### config.mk
export PLATFORM = sky130hd
export DESIGN_NAME = mxt_ctrl
export DESIGN_NICKNAME = d
export VERILOG_FILES = /design/src/rtl/mxt_pkg.sv /design/src/rtl/mxt_ctrl.sv
export SDC_FILE = /design/constraint.sdc
export NUM_CORES = 1
export LEC_CHECK = 0
export BUFFER_PORTS_ARGS = -buffer_cell sky130_fd_sc_hd__buf_4
export CAP_MARGIN = 20
export CORE_MARGIN = 2
export CORE_UTILIZATION = 40
export CTS_BUF_LIST = sky130_fd_sc_hd__clkbuf_8
export CTS_CLUSTER_SIZE = 25
export DETAILED_ROUTE_END_ITERATION = 10
export PLACE_DENSITY_LB_ADDON = 0.25
export SETUP_SLACK_MARGIN = 0.3
export SYNTH_ARGS = -nofsm -noshare
export SYNTH_HDL_FRONTEND = slang
export SYNTH_SLANG_ARGS = --single-unit
### constraint.sdc
create_clock -name clk -period 3 [get_ports clk]
set_input_delay 0 -clock clk [delete_from_list [all_inputs] [get_ports clk]]
set_output_delay 0 -clock clk [all_outputs]
set_load 0.005 [all_outputs]
### src/rtl/mxt_pkg.sv
// -----------------------------------------------------------------------------
// mxt_pkg
// Constants, codes and controller/datapath interface types of the extent table.
// -----------------------------------------------------------------------------
package mxt_pkg;

	localparam int MAX_EXTENTS = 32;
	localparam int IDX_W       = $clog2(MAX_EXTENTS);
	localparam int CNT_W       = $clog2(MAX_EXTENTS + 1);
	localparam int ADDR_W      = IDX_W + 1;

	localparam logic [2:0] KIND_APPEND   = 3'd0;
	localparam logic [2:0] KIND_REMOVE   = 3'd1;
	localparam logic [2:0] KIND_FIND     = 3'd2;
	localparam logic [2:0] KIND_SORT     = 3'd3;
	localparam logic [2:0] KIND_COALESCE = 3'd4;
	localparam logic [2:0] KIND_READ     = 3'd5;

	localparam logic [2:0] ST_OK      = 3'd0;
	localparam logic [2:0] ST_NO_FIT  = 3'd1;
	localparam logic [2:0] ST_FULL    = 3'd2;
	localparam logic [2:0] ST_NOT_IN  = 3'd3;
	localparam logic [2:0] ST_OVERLAP = 3'd4;

	typedef enum logic [2:0] {
		WS_OP,
		WS_COPY,
		WS_LEFT,
		WS_RIGHT,
		WS_ACC
	} wsel_t;

	typedef struct packed {
		logic              load_op;
		logic [ADDR_W-1:0] a_addr;
		logic [ADDR_W-1:0] b_addr;
		logic              wr_en;
		logic [ADDR_W-1:0] wr_addr;
		wsel_t             wr_sel;
		logic              set_st;
		logic [2:0]        st_val;
		logic              no_hit;
		logic              cut_chk;
		logic              find_a;
		logic              find_b;
		logic              rd_cap;
		logic              acc_load;
		logic              acc_eval;
		logic              acc_merge;
		logic              out_load;
		logic [CNT_W-1:0]  count;
	} ctl_t;

	typedef struct packed {
		logic hit;
		logic gt_end;
		logic left;
		logic right;
		logic fit;
		logic lt;
		logic eq;
		logic adj;
	} sts_t;

endpackage

### src/rtl/mxt_ctrl.sv
// -----------------------------------------------------------------------------
// mxt_ctrl
// Operation sequencer: bank select, entry count, scan counters, handshakes.
// -----------------------------------------------------------------------------
module mxt_ctrl import mxt_pkg::*; (
	input  logic             clk,
	input  logic             arst_n,
	input  logic             in_valid,
	output logic             in_ready,
	input  logic [2:0]       kind,
	input  logic [4:0]       entry_index,
	output logic             out_valid,
	input  logic             out_ready,
	input  sts_t             sts,
	output ctl_t             ctl
);

	typedef enum logic [4:0] {
		S_IDLE, S_APPEND, S_READ, S_READ2,
		S_HIT_RD, S_HIT_EX, S_CUT_RD, S_CUT_EX, S_CUT_SPLIT,
		S_FIND_RD, S_FIND_A, S_FIND_B,
		S_SORT_I, S_SORT_JRD, S_SORT_JEX,
		S_CO_RD, S_CO_EX, S_CO_MG, S_CO_END,
		S_FIN
	} state_t;

	localparam logic [CNT_W-1:0] MAX_CNT = CNT_W'(MAX_EXTENTS);
	localparam logic [CNT_W-1:0] ONE     = CNT_W'(1);

	state_t           state_q;
	logic             bank_q, stop_q, accv_q, out_valid_q;
	logic [CNT_W-1:0] n_q, i_q, j_q, d_q, ncur_q, h_q;
	logic [4:0]       idx_q;
	logic             active, slot_free;

	assign in_ready  = (state_q == S_IDLE);
	assign out_valid = out_valid_q;
	assign active    = (i_q >= h_q) && !stop_q;
	assign slot_free = !out_valid_q || out_ready;

	always_comb begin
		ctl         = '0;
		ctl.wr_sel  = WS_COPY;
		ctl.a_addr  = {bank_q, i_q[IDX_W-1:0]};
		ctl.b_addr  = {bank_q, j_q[IDX_W-1:0]};
		ctl.wr_addr = {~bank_q, d_q[IDX_W-1:0]};
		ctl.count   = n_q;
		case (state_q)
			S_IDLE: ctl.load_op = in_valid;
			S_APPEND: begin
				if (n_q >= MAX_CNT) begin
					ctl.set_st = 1'b1;
					ctl.st_val = ST_FULL;
				end else begin
					ctl.wr_en   = 1'b1;
					ctl.wr_sel  = WS_OP;
					ctl.wr_addr = {bank_q, n_q[IDX_W-1:0]};
				end
			end
			S_READ: ctl.a_addr = {bank_q, idx_q[IDX_W-1:0]};
			S_READ2: begin
				ctl.a_addr = {bank_q, idx_q[IDX_W-1:0]};
				if (CNT_W'(idx_q) < n_q) begin
					ctl.rd_cap = 1'b1;
				end else begin
					ctl.set_st = 1'b1;
					ctl.st_val = ST_NOT_IN;
				end
			end
			S_HIT_RD: ctl.no_hit = (i_q >= n_q);
			S_CUT_EX: begin
				ctl.wr_en = 1'b1;
				if (active && sts.gt_end) begin
					ctl.cut_chk = 1'b1;
					if (sts.left) begin
						ctl.wr_sel = WS_LEFT;
						if (sts.right && ncur_q >= MAX_CNT) begin
							ctl.set_st = 1'b1;
							ctl.st_val = ST_FULL;
						end
					end else if (sts.right) begin
						ctl.wr_sel = WS_RIGHT;
					end else begin
						ctl.wr_en = 1'b0;
					end
				end
			end
			S_CUT_SPLIT: begin
				ctl.wr_en  = 1'b1;
				ctl.wr_sel = WS_RIGHT;
			end
			S_FIND_RD: begin
				if (i_q >= n_q) begin
					ctl.set_st = 1'b1;
					ctl.st_val = ST_NO_FIT;
				end
			end
			S_FIND_A: ctl.find_a = 1'b1;
			S_FIND_B: ctl.find_b = 1'b1;
			S_SORT_JRD: ctl.wr_en = (j_q >= n_q);
			S_CO_EX: begin
				if (!accv_q) begin
					ctl.acc_load = 1'b1;
				end else if (sts.adj) begin
					ctl.acc_eval = 1'b1;
				end else begin
					ctl.wr_en    = 1'b1;
					ctl.wr_sel   = WS_ACC;
					ctl.acc_load = 1'b1;
				end
			end
			S_CO_MG: ctl.acc_merge = 1'b1;
			S_CO_END: begin
				ctl.wr_en  = 1'b1;
				ctl.wr_sel = WS_ACC;
			end
			S_FIN: ctl.out_load = slot_free;
			default: ;
		endcase
	end

	always_ff @(posedge clk or negedge arst_n) begin
		if (!arst_n) begin
			state_q     <= S_IDLE;
			bank_q      <= 1'b0;
			n_q         <= '0;
			i_q         <= '0;
			j_q         <= '0;
			d_q         <= '0;
			ncur_q      <= '0;
			h_q         <= '0;
			stop_q      <= 1'b0;
			accv_q      <= 1'b0;
			idx_q       <= '0;
			out_valid_q <= 1'b0;
		end else begin
			if (out_valid_q && out_ready) begin
				out_valid_q <= 1'b0;
			end
			case (state_q)
				S_IDLE: begin
					i_q <= '0;
					d_q <= '0;
					if (in_valid) begin
						case (kind)
							KIND_APPEND:   state_q <= S_APPEND;
							KIND_REMOVE:   state_q <= S_HIT_RD;
							KIND_FIND:     state_q <= S_FIND_RD;
							KIND_SORT:     state_q <= S_SORT_I;
							KIND_COALESCE: begin
								accv_q  <= 1'b0;
								state_q <= S_CO_RD;
							end
							KIND_READ: begin
								idx_q   <= entry_index;
								state_q <= S_READ;
							end
							default:       state_q <= S_FIN;
						endcase
					end
				end
				S_APPEND: begin
					if (n_q < MAX_CNT) begin
						n_q <= n_q + ONE;
					end
					state_q <= S_FIN;
				end
				S_READ:  state_q <= S_READ2;
				S_READ2: state_q <= S_FIN;
				S_HIT_RD: state_q <= (i_q >= n_q) ? S_FIN : S_HIT_EX;
				S_HIT_EX: begin
					if (sts.hit) begin
						h_q     <= i_q;
						i_q     <= '0;
						d_q     <= '0;
						ncur_q  <= n_q;
						stop_q  <= 1'b0;
						state_q <= S_CUT_RD;
					end else begin
						i_q     <= i_q + ONE;
						state_q <= S_HIT_RD;
					end
				end
				S_CUT_RD: begin
					if (i_q >= n_q) begin
						bank_q  <= ~bank_q;
						n_q     <= d_q;
						state_q <= S_FIN;
					end else begin
						state_q <= S_CUT_EX;
					end
				end
				S_CUT_EX: begin
					if (active && sts.gt_end) begin
						if (sts.left) begin
							d_q <= d_q + ONE;
							if (sts.right) begin
								state_q <= (ncur_q >= MAX_CNT) ? S_FIN : S_CUT_SPLIT;
							end else begin
								i_q     <= i_q + ONE;
								state_q <= S_CUT_RD;
							end
						end else if (sts.right) begin
							d_q     <= d_q + ONE;
							i_q     <= i_q + ONE;
							state_q <= S_CUT_RD;
						end else begin
							ncur_q  <= ncur_q - ONE;
							i_q     <= i_q + ONE;
							state_q <= S_CUT_RD;
						end
					end else begin
						if (active) begin
							stop_q <= 1'b1;
						end
						d_q     <= d_q + ONE;
						i_q     <= i_q + ONE;
						state_q <= S_CUT_RD;
					end
				end
				S_CUT_SPLIT: begin
					d_q     <= d_q + ONE;
					ncur_q  <= ncur_q + ONE;
					stop_q  <= 1'b1;
					i_q     <= i_q + ONE;
					state_q <= S_CUT_RD;
				end
				S_FIND_RD: state_q <= (i_q >= n_q) ? S_FIN : S_FIND_A;
				S_FIND_A:  state_q <= S_FIND_B;
				S_FIND_B: begin
					if (sts.fit) begin
						i_q     <= '0;
						state_q <= S_HIT_RD;
					end else begin
						i_q     <= i_q + ONE;
						state_q <= S_FIND_RD;
					end
				end
				S_SORT_I: begin
					if (i_q >= n_q) begin
						bank_q  <= ~bank_q;
						state_q <= S_FIN;
					end else begin
						j_q     <= '0;
						d_q     <= '0;
						state_q <= S_SORT_JRD;
					end
				end
				S_SORT_JRD: begin
					if (j_q >= n_q) begin
						i_q     <= i_q + ONE;
						state_q <= S_SORT_I;
					end else begin
						state_q <= S_SORT_JEX;
					end
				end
				S_SORT_JEX: begin
					if (sts.lt || (sts.eq && j_q < i_q)) begin
						d_q <= d_q + ONE;
					end
					j_q     <= j_q + ONE;
					state_q <= S_SORT_JRD;
				end
				S_CO_RD: begin
					if (i_q >= n_q) begin
						if (accv_q) begin
							state_q <= S_CO_END;
						end else begin
							bank_q  <= ~bank_q;
							n_q     <= d_q;
							state_q <= S_FIN;
						end
					end else begin
						state_q <= S_CO_EX;
					end
				end
				S_CO_EX: begin
					if (!accv_q) begin
						accv_q  <= 1'b1;
						i_q     <= i_q + ONE;
						state_q <= S_CO_RD;
					end else if (sts.adj) begin
						state_q <= S_CO_MG;
					end else begin
						d_q     <= d_q + ONE;
						i_q     <= i_q + ONE;
						state_q <= S_CO_RD;
					end
				end
				S_CO_MG: begin
					i_q     <= i_q + ONE;
					state_q <= S_CO_RD;
				end
				S_CO_END: begin
					bank_q  <= ~bank_q;
					n_q     <= d_q + ONE;
					state_q <= S_FIN;
				end
				S_FIN: begin
					if (slot_free) begin
						out_valid_q <= 1'b1;
						state_q     <= S_IDLE;
					end
				end
				default: state_q <= S_IDLE;
			endcase
		end
	end

endmodule

# [After elaboration in Yosys (flattened, before gate mapping)]
# Index checks and enable logic that the tools add are counted.
[totals] out_inout_bits=44 in_bits=20 register_bits=50
[op_classes] order_cmp=8 n_reduce_logical=34 bitwise_logic=1 add_sub_neg=6 n_mux=97 n_eq_ne=46
[op_table] cell="$mux 6" n=26
[op_table] cell="$pmux 5 s18" n=1
[op_table] cell="$pmux 6 s7" n=2
[op_table] cell="$mux 5" n=14
[op_table] cell="$eq 5x4->1 const B" n=8
[op_table] cell="$ne 2x2->1 const B" n=17
[op_table] cell="$add 6x1->6 const B" n=5
[op_table] cell="$mux 1" n=30
[op_table] cell="$pmux 5 s6" n=1
[op_table] cell="$mux 4" n=6
[op_table] cell="$pmux 6 s4" n=1
[op_table] cell="$eq 5x3->1 const B" n=4
[op_table] cell="$eq 5x5->1 const B" n=4
[op_table] cell="$ge 6x6->1" n=3
[op_table] cell="$pmux 6 s3" n=1
[op_table] cell="$pmux 4 s4" n=1
[op_table] cell="$pmux 3 s5" n=1
[op_table] cell="$reduce_bool 7->1" n=2
[op_table] cell="$ge 6x6->1 const B" n=2
[op_table] cell="$pmux 6 s2" n=1
[op_table] cell="$reduce_and 4->1" n=3
[op_table] cell="$eq 5x2->1 const B" n=2
[op_table] cell="$mux 10" n=1
[op_table] cell="$mux 2" n=5
[op_table] cell="30 further kinds" n=51

# [Depth between registers and ports, before layout]
[depth] depth_word=6 depth_mapped=12

# [Worst setup path before layout]
# OpenSTA, ideal clock, no wires.
[synth_path] path_type="reg2reg" from="reg state_q[0]" to="reg ncur_q[5]" t_required_ps=2921 path_buffers=1 arrival_ps=2704 period_less_slack_ps=2784 path_stages_with_launch=12 slack_ps=216 cell_sequence="dfrtp_1 buf_4 or3_1 nor2_2 inv_2 ha_1 a211oi_1 o21bai_1 a21oi_1 nand4_1 a221oi_1 a2bb2oi_1"
[synth_via] elab_chain_len=3 word_cells_on_any_way=10
[synth_lines] element="from (decl)" line_no="mxt_ctrl.sv:30" source="state_t state_q;"
[synth_lines] element="from (signal assigned)" line_no="mxt_ctrl.sv:170" source="S_HIT_RD: state_q <= (i_q >= n_q) ? S_FIN : S_HIT_EX;"
[synth_lines] element="from (signal assigned)" line_no="mxt_ctrl.sv:198" source="state_q <= (ncur_q >= MAX_CNT) ? S_FIN : S_CUT_SPLIT;"
[synth_lines] element="from (signal assigned)" line_no="mxt_ctrl.sv:228" source="S_FIND_RD: state_q <= (i_q >= n_q) ? S_FIN : S_FIND_A;"
[synth_lines] element="$eq 5x3->1 or $eq 5x4->1 (tied branches)" line_no="mxt_ctrl.sv:140" source="case (state_q)"
[synth_lines] element="$ne 2x2->1 (no source line) or $reduce_bool 3->1 (tied branches)"
[synth_lines] element="$reduce_and 5->1 (no source line)"
[synth_lines] element="to (signal assigned)" line_no="mxt_ctrl.sv:176" source="ncur_q <= n_q;"
[synth_lines] element="to (signal assigned)" line_no="mxt_ctrl.sv:208" source="ncur_q <= ncur_q - ONE;"
[synth_lines] element="to (signal assigned)" line_no="mxt_ctrl.sv:223" source="ncur_q <= ncur_q + ONE;"
[synth_lines] element="to (decl)" line_no="mxt_ctrl.sv:32" source="logic [CNT_W-1:0] n_q, i_q, j_q, d_q, ncur_q, h_q;"
# Several ways; a longest one is shown, not always the timed one.
# A chain may end at the register's enable or synchronous reset.

# [Worst setup path after layout]
[layout_path] from="reg state_q[1]" to="reg ncur_q[5]"
# Same word-level chain as after synthesis.

==> key figures <==
CTS
  • Worst-Skew Late Latency: 320 ps
  • CTS H-Tree Depth: 2
  • Clock slew at reported path FFs: 100 ps
  • CTS tree: built
  • Sink Count: 50
  • Number of CTS-inserted buffers: 5
  • CTS Root Cell: clkbuf_8
  • Clk buf depth: 2

Layout
  • Sequential cell area: 0.00125 mm²
  • Antenna cells: 0
  • Synth-to-layout area growth: 18.0%
  • Layout fillers: 1103
  • Final std cells w/o fill: ~760
  • Final net count: ~680
  • Ratio of cells with drive above 1 in the final layout: about 22%
  • Multi-input logic area: 0.00310 mm²

Critical path
  • CP max stage cell: or3_4
  • Flop2flop setup slack: 330 ps
  • Worst path cell trace: or3_4 -> nor2_4 -> inv_4 -> ha_4 -> a211oi_4 -> o21bai_1 -> a21oi_2 -> nand4_1 -> a221oi_2 -> a2bb2oi_1
  • FF-to-FF Start: state_q[1]
  • CP endpoint kind: flip-flop
  • Reg2reg end: ncur_q[5]
  • WS Path Type: flip-flop to flip-flop
  • Worst Setup EP: ncur_q[5]
  • Critical Path Fanout Max: 10
  • Critical Path RT: between 3000 and 4000 ps
  • Crit path DAT: 2910 ps
  • Startpoint types: flip-flop
  • Cells on worst reg2reg path: 10
  • CP peak stage delay: 430 ps
  • CP Launch Point: state_q[1]

GRT
  • Gr usage total: 23.0%
  • First-pass GRT wire length: between 20000 and 25000 µm
  • Antenna violations before repair: 0
  • Largest net degree at the start of global routing: 51
  • Vias in the first global route: 4319
  • Global route overflow: 0

Timing
  • Slew headroom: 45.6%
  • Fin Setup TNS: 0 ps
  • RSZ-0062 raised after global routing: true
  • Hold Violations, Final: 0
  • Final Max Tran Viols: 0
  • Final period util: 88.8%
  • Fmax: 375 MHz
  • Slew @ Worst Pin: 812 ps
  • Final setup violation count: 0
  • Crit path time final: between 2000 and 3000 ps
  • Final Skew: 10.3 ps
  • Setup ws final: 335 ps

Synth
  • Adder-Cell Fraction of Synth Area: 10.3%
  • Multiplexer share of the synthesized area: 4.73%
  • YS warnings: 0
  • Main combinational cell family by area after synthesis: compound AO/OA/AOI/OAI gates
  • Ys async rst share: 100%
  • Synth Area in Compound Gates: 26.0%
  • Commonest cells post-synth: 54 x nand2_1, 50 x dfrtp_1, 49 x o21ai_0
  • Sequential share of the synthesized area: 27.3%
  • Most used DFF post-synth: dfrtp_1
  • Gate Count Post-Synth: between 500 and 600
  • Syn Area/Cell: around 8 µm²
  • Top cells by area, synth: dfrtp_1 27%, ha_1 9.8%, o21ai_0 5.4%
  • Count leader, synth: nand2_1
  • Post-synth EDFFs: 0
  • #FFs+latches synth: 50
  • Yosys top cell area share: a little over a quarter
  • Synth Cell Area: 0.00458 mm²
  • Simple-Gate Fraction of Synth Area: 23.7%
  • Post-Synth XOR/XNOR Area: 1.53%
  • Leading area contributor after synthesis: dfrtp_1
  • Unique masters post-synth: 80
  • Post-synth net total: 615

Pwr
  • Total Power: ~4.9 mW
  • Leak pwr: 2.40 nW
  • Pwr Density: 905 mW/mm²
  • Worst ir drop on vdd: 0.462 mV

Placed design
  • Final Wtd Congestion: about 0.9
  • Dpl cells: 742
  • Buffers on Ports: 62
  • Dpl ws: 256 ps
  • HPWL Detailed: roughly 11000 µm

Routing
  • Detailed-router iteration count before antenna repair: 7
  • Drt via density: 6.04
  • WL/cell: 18.7 µm
  • Final antenna-violating net count: 0
  • Total wire length: 14300 µm
  • Initial DRC Count: roughly 410
  • Vias: 4617
  • # DRC: 0

Status
  • Status: finished, final reports clean

Die
  • Total die area: about 0.012 mm²
  • Die span in y: 111 µm
  • Rows: 39
  • Die X: 111 µm
  • Core Region: 0.0113 mm²
  • Starting Density: 40.6%
  • IO Pins: 64

Run
  • Max_cap viols: 0

Worst hold path
  • Hold depth: 4
  • Min-Delay Path Class: primary input to flip-flop
-- per-stage QoR --
| stage | util (%) | cell area [µm²] | hold WS (ps) |
|---|---|---|---|
| after floorplan | - | 4590 | -296 |
| after global placement | 45.5 | 5130 | 85.6 |
| after detailed placement | 45.5 | 5130 | 88.8 |
| after CTS | 47.1 | 5310 | 17.3 |
| after global routing | 47.9 | 5400 | 86.1 |
| final | 47.9 | 5400 | 24.7 |
-- flip-flops by register name, summed over array words and instances (netlist names) --
signal     cells
accv_q         1
bank_q         1
d_q            6
h_q            6
i_q            6
idx_q          5
j_q            6
n_q            6
ncur_q         6
out_valid      1
state_q        5
stop_q         1
-- power breakdown --
part / internal [mW] / switching [mW] / leakage, nW
logic: 1.37 / 1.97 / 1.70
clock network: 0.186 / 0.256 / 0.0472
registers: 0.885 / 0.228 / 0.656
total: 2.44 / 2.45 / 2.40
-- area by class of cell --
type | instances | area share, %
Inverter | 30 | 2.13
Clock inverter | 2 | 0.232
Multi-Input combinational cell | 447 | 57.3
Tap cell | 143 | 3.31
Sequential cell | 50 | 23.2
Clock buffer | 6 | 1.53
Timing Repair Buffer | 86 | 12.3
-- placed cells by master, fill, tap and decap left out, types with 6 or more instances in the layout --
cell type,count
a21oi_1,30
inv_1,28
o22ai_1,9
o21ai_0,48
buf_4,78
nand2_1,54
nor2_1,38
a211oi_1,8
nand2b_1,17
dfrtp_1,49
ha_1,34
and3_1,12
o41ai_1,6
a31oi_1,9
clkbuf_8,6
nand3_1,21
a21o_1,8
mux2i_1,7
nor2b_1,6
mux2_2,13
dlygate4sd3_1,8
nor3_1,18
-- worst max-delay path, delay by kind of cell (launching register included) --
family	cells	cell delay, ps
buf+inv	1	120
fa+ha+maj	1	250
compound gates	5	1020
flops	1	390
simple gates	3	810
-- how the worst min path moves through the flow --
stage                     startpoint   endpoint
after global routing        in_valid     accv_q
after detailed placement      arst_n  ncur_q[4]
final                       in_valid     accv_q
after floorplan               arst_n     accv_q
after CTS                   in_valid     accv_q
after global placement        arst_n  ncur_q[2]
-- kinds of logic after synthesis --
kind of cell	count (synthesis)
simple gates	204
fa+ha+maj	37
flops	50
compound gates	177
other cells	1
mux	20
buf+inv	61
xor+xnor	8
-- layer usage --
metal,global-route usage (%),wire length [µm]
met4,6.08,293
met1,30.7,6230
met3,4.76,1120
met5,0,0
met2,38.0,6660
-- repair_timing --
action | 4_1_cts | 5_1_grt
gates resized for setup | 1 | 13
endpoints found under the hold margin | 57 | 0
setup endpoints to repair | 3 | 11
setup buffers | 0 | 6
pin swaps | 1 | 7
hold buffers | 8 | 0
(Power assumes the default switching activity.)
